$ cat config.mk
export PLATFORM = sky130hd
export DESIGN_NAME = ghist_ctrl
export DESIGN_NICKNAME = d
export VERILOG_FILES = /design/src/hw/rtl/ghist_pkg.sv /design/src/hw/rtl/ghist_ctrl.sv
export SDC_FILE = /design/constraint.sdc
export NUM_CORES = 1
export LEC_CHECK = 0
export BUFFER_PORTS_ARGS = -buffer_cell sky130_fd_sc_hd__buf_2
export CAP_MARGIN = 5
export CELL_PAD_IN_SITES_DETAIL_PLACEMENT = 2
export CELL_PAD_IN_SITES_GLOBAL_PLACEMENT = 2
export CORE_AREA = 5 5 42 44
export DETAILED_ROUTE_END_ITERATION = 6
export DIE_AREA = 0 0 47 49
export PLACE_DENSITY = 0.7
export SYNTH_ARGS = -nofsm -noshare
export SYNTH_HDL_FRONTEND = slang
export SYNTH_SLANG_ARGS = --single-unit
$ cat constraint.sdc
create_clock -name clk -period 1 [get_ports clk]
set_input_delay 0.1 -clock clk [delete_from_list [all_inputs] [get_ports clk]]
set_output_delay 0.1 -clock clk [all_outputs]
set_load 0.05 [all_outputs]
$ cat src/hw/rtl/ghist_pkg.sv
// ----------------------------------------------------------------------------
// ghist_pkg
// Types, widths and constants of the gray-level histogram block.
// ----------------------------------------------------------------------------
`default_nettype none

package ghist_pkg;

    // field widths
    localparam int CH_W       = 8;
    localparam int GRAY_W     = 8;
    localparam int WEIGHT_W   = 9;
    localparam int COUNT_W    = 23;
    localparam int REQ_W      = 2;
    localparam int FRAC_W     = 8;
    localparam int PROD_W     = CH_W + WEIGHT_W;
    localparam int SUM_W      = PROD_W + 2;
    localparam int LEVEL_W    = SUM_W - FRAC_W;
    localparam int BINS       = 256;
    localparam int BIN_W      = $clog2(BINS);

    // configuration port
    localparam int CFG_IDX_W  = 2;
    localparam int CFG_DATA_W = WEIGHT_W;
    localparam logic [CFG_IDX_W-1:0] REG_WEIGHT_RED   = CFG_IDX_W'(0);
    localparam logic [CFG_IDX_W-1:0] REG_WEIGHT_GREEN = CFG_IDX_W'(1);
    localparam logic [CFG_IDX_W-1:0] REG_WEIGHT_BLUE  = CFG_IDX_W'(2);

    // weight reset values, Q1.8
    localparam logic [WEIGHT_W-1:0] WEIGHT_RED_RST   = WEIGHT_W'(77);
    localparam logic [WEIGHT_W-1:0] WEIGHT_GREEN_RST = WEIGHT_W'(150);
    localparam logic [WEIGHT_W-1:0] WEIGHT_BLUE_RST  = WEIGHT_W'(29);

    // bin count cap: MAX_PIXELS, limited to the count width
    localparam longint MAX_PIXELS  = 4194304;
    localparam longint COUNT_MAX   = (longint'(1) << COUNT_W) - 1;
    localparam longint COUNT_CAP   = (MAX_PIXELS > COUNT_MAX) ? COUNT_MAX : MAX_PIXELS;
    localparam logic [COUNT_W-1:0] COUNT_CAP_V = COUNT_W'(COUNT_CAP);

    localparam logic [GRAY_W-1:0] GRAY_SAT = '1;

    typedef enum logic [REQ_W-1:0] {
        REQ_PIXEL,
        REQ_READ,
        REQ_CLEAR,
        REQ_NOP
    } req_type_t;

    typedef enum logic [2:0] {
        S_IDLE,
        S_MULT,
        S_SUM,
        S_READ,
        S_UPDATE,
        S_OUT
    } state_t;

    // controller to datapath
    typedef struct packed {
        logic accept;
        logic mult;
        logic sum;
        logic rd;
        logic update;
        logic out_load;
    } ctrl_cmd_t;

    // datapath to controller
    typedef struct packed {
        req_type_t req_type;
        logic      out_busy;
    } dp_status_t;

endpackage

`default_nettype wire

$ cat src/hw/rtl/ghist_ctrl.sv
// ----------------------------------------------------------------------------
// ghist_ctrl
// Sequencer: steps one request word through convert, lookup, update and
// result hand-off.
// ----------------------------------------------------------------------------
`default_nettype none

module ghist_ctrl (
    input  wire logic                  clk,
    input  wire logic                  rst_n,
    input  wire logic                  in_valid,
    output logic                       in_ready,
    input  wire ghist_pkg::dp_status_t status,
    output ghist_pkg::ctrl_cmd_t       cmd
);
    import ghist_pkg::*;

    state_t state_reg;
    state_t state_next;

    // state register
    always_ff @(posedge clk or negedge rst_n)
    begin
        if (!rst_n)
        begin
            state_reg <= S_IDLE;
        end
        else
        begin
            state_reg <= state_next;
        end
    end

    // next state and commands
    always_comb
    begin
        state_next = state_reg;
        cmd        = '0;
        in_ready   = 1'b0;
        case (state_reg)
            S_IDLE:
            begin
                in_ready = 1'b1;
                if (in_valid)
                begin
                    cmd.accept = 1'b1;
                    state_next = S_MULT;
                end
            end
            S_MULT:
            begin
                cmd.mult = 1'b1;
                case (status.req_type)
                    REQ_PIXEL: state_next = S_SUM;
                    REQ_READ:  state_next = S_READ;
                    default:   state_next = S_UPDATE;
                endcase
            end
            S_SUM:
            begin
                cmd.sum    = 1'b1;
                state_next = S_READ;
            end
            S_READ:
            begin
                cmd.rd     = 1'b1;
                state_next = S_UPDATE;
            end
            S_UPDATE:
            begin
                cmd.update = 1'b1;
                state_next = S_OUT;
            end
            S_OUT:
            begin
                // wait for the output register to free up
                if (!status.out_busy)
                begin
                    cmd.out_load = 1'b1;
                    state_next   = S_IDLE;
                end
            end
            default:
            begin
                state_next = S_IDLE;
            end
        endcase
    end

endmodule

`default_nettype wire

==> impl_metrics.py <==
metrics = {
    "layout": {
        "drive_gt1_share_pct": 78.85,
        "final_cell_mix": "7 x buf_4, 6 x buf_2, 6 x buf_6",
        "n_fill_cell": 173,
        "antennaDiodeCount": 0,
        "largest_reg_flops": 3,
        "final_nets": 59,
        "final_common_cell": "buf_4",
        "design_area_um2": 534.3,
        "fin_util_pct": 38.13,
        "syn_to_final_growth_pct": 151.2,
    },
    "sta": {
        "finalHoldViolCount": 0,
        "fmax_mhz": 772.7,
        "finalWorstSetupSlack_ns": -0.2942,
        "fin_crit_sh_pct": 129.4,
        "clock_skew_ns": 0.001812,
        "setup-violations-final": 9,
        "finalWorstPathRequiredPeriod_ns": 1.294,
        "finalMaxSlewViolations": 0,
        "tightest_slew_ns": 0.2490,
        "grt_setup_unrepaired": "yes",
        "maxSlewHeadroom_pct": 83.52,
    },
    "detailed_routing": {
        "drt_iter0_drc": 2,
        "ant_nets": 0,
        "vias": 301,
        "wl_per_cell_um": 12.16,
        "vias_per_cell": 4.426,
        "drt-total-wl_um": 827,
        "dr.pass1.iters": 2,
        "drc": 0,
    },
    "global_route": {
        "grt_overflow": 0,
        "grt_pass1_vias": 346,
        "track_usage_pct": 9.033,
        "grt_pass1_wl_um": 1490,
        "antenna_found_initial": 0,
        "grt_max_degree": 7,
    },
    "die": {
        "core_um2": 1401,
        "die-area_um2": 2303,
        "dieHeight_um": 49,
        "die_width_um": 47,
        "ios": 13,
        "fp-row-count": 14,
        "start_util_pct": 15.18,
    },
    "status": {
        "status": "finished with violations",
        "violations": "negative setup slack",
    },
    "logic_synthesis": {
        "ys_seq_area_share_pct": 35.29,
        "synthCells": 26,
        "synth.net_count": 32,
        "avgSynthCellArea_um2": 8.181,
        "synth_area_um2": 212.7,
        "yosys_warnings": 0,
        "ys_types": 18,
        "ys_ff_latch": 3,
    },
    "place": {
        "finalWeightedCongestion": 0.7024,
        "hpwlAfterDp_um": 649.5,
        "io_buffers": 12,
        "dpl-instance-area_um2": 396.6,
    },
    "clocking": {
        "clk_latency_ns": 0.23,
        "cts.path.max_buffers": 2,
        "htreeDepth": 1,
        "cts_buffers": 3,
        "cts_root_buffer": "clkbuf_4",
        "cts_tree": "yes",
        "cts.clk_slew.worst_paths_ns": 0.04,
        "cts.sinks": 3,
    },
    "critical_path": {
        "setup.worst_path.end_class": "primary output",
        "worst-setup-path-type": "flop to primary output",
        "cp.required_ns": 0.90,
        "cp_max_fo": 3,
        "crit_path_start_kind": "flop",
        "cp_data_arrival_time_ns": 1.19,
    },
    "flow_run": {
        "cap_viol_max_count": 0,
    },
    "worst_hold_path": {
        "worstHoldPathType": "input pin to async pin",
    },
}
-- worst max-delay path, cell delays in order, from the launching register on --
cell and delay (ns):
dfrtp_2 0.44, nor3_4 0.22, and2_4 0.17, buf_8 0.14
-- cell type report --
type	instances	area, µm²	share of cell area [%]
flip-flops and latches	3	78.83	14.75
well taps	16	20.02	3.747
multi-input cells	19	180.2	33.72
repair buffers	23	215.2	40.28
clock buffers	4	26.28	4.918
inverters	3	13.76	2.576
-- layer usage --
metal,vias up,share of wire (%),global-route usage (%)
li1,144,-,-
met1,142,40,9.956
met2,13,50,14.25
met3,2,8.8,4.059
met4,0,0.85,4.147
met5,-,0,0
-- per-stage QoR --
step	setup TNS, ns	std cells	setup slack (ns)	hold slack [ns]
2_1_floorplan	-1.782	26	-0.3857	-0.1956
3_3_place_gp	-1.411	59	-0.2339	-0.1026
3_5_place_dp	-1.596	59	-0.2701	-0.1014
4_1_cts	-2.286	67	-0.3278	0.1827
5_1_grt	-2.907	68	-0.3683	0.2114
6_report	-2.250	68	-0.2942	0.1971
-- cells in the mapped netlist --
| master | n | share of area (%) |
|---|---|---|
| a21oi_1 | 1 | 2.4 |
| and2_1 | 1 | 2.9 |
| and3_1 | 1 | 2.9 |
| and3_2 | 1 | 3.5 |
| buf_6 | 1 | 5.3 |
| dfrtp_1 | 3 | 35 |
| inv_1 | 3 | 5.3 |
| nand2_1 | 1 | 1.8 |
| nand2_2 | 1 | 2.9 |
| nand2b_1 | 1 | 2.9 |
| nor2_1 | 2 | 3.5 |
| nor3_1 | 2 | 4.7 |
| nor3_2 | 1 | 4.7 |
| nor3b_1 | 2 | 7.1 |
| o211ai_1 | 1 | 3.5 |
| o21ai_0 | 2 | 4.7 |
| o21ai_1 | 1 | 2.4 |
| o311ai_1 | 1 | 4.1 |
-- cell families after synthesis --
kind of cell | synth area share, %
AND/OR/NAND/NOR | 37.07
flip-flops | 35.29
AO/OA/AOI/OAI | 17.06
buffers and inverters | 10.59
-- timing repair --
item,4_1_cts,5_1_grt
setup buffers,3,2
pin swaps,3,4
hold buffers,1,0
hold endpoints to repair,3,0
resized for setup,21,5
gates cloned,0,0
endpoints found under the setup margin,10,10
-- worst paths after layout --
check | cells after the start | start | slack (ns) | to
worst max-delay path | 3 | state_reg[1] | -0.29 | cmd[5]
worst min register to register | 2 | state_reg[2] | 0.68 | state_reg[1]
worst max register to register | 5 | state_reg[0] | -0.15 | state_reg[1]
worst min-delay path | 2 | rst_n | 0.20 | state_reg[0]
max in group asynchronous | 2 | rst_n | 0.68 | state_reg[2]
min in group clk | 3 | status[2] | 0.20 | state_reg[2]
Power is not shown: default switching activity piles up to over one toggle a cycle in this logic, so the estimate is an artifact.
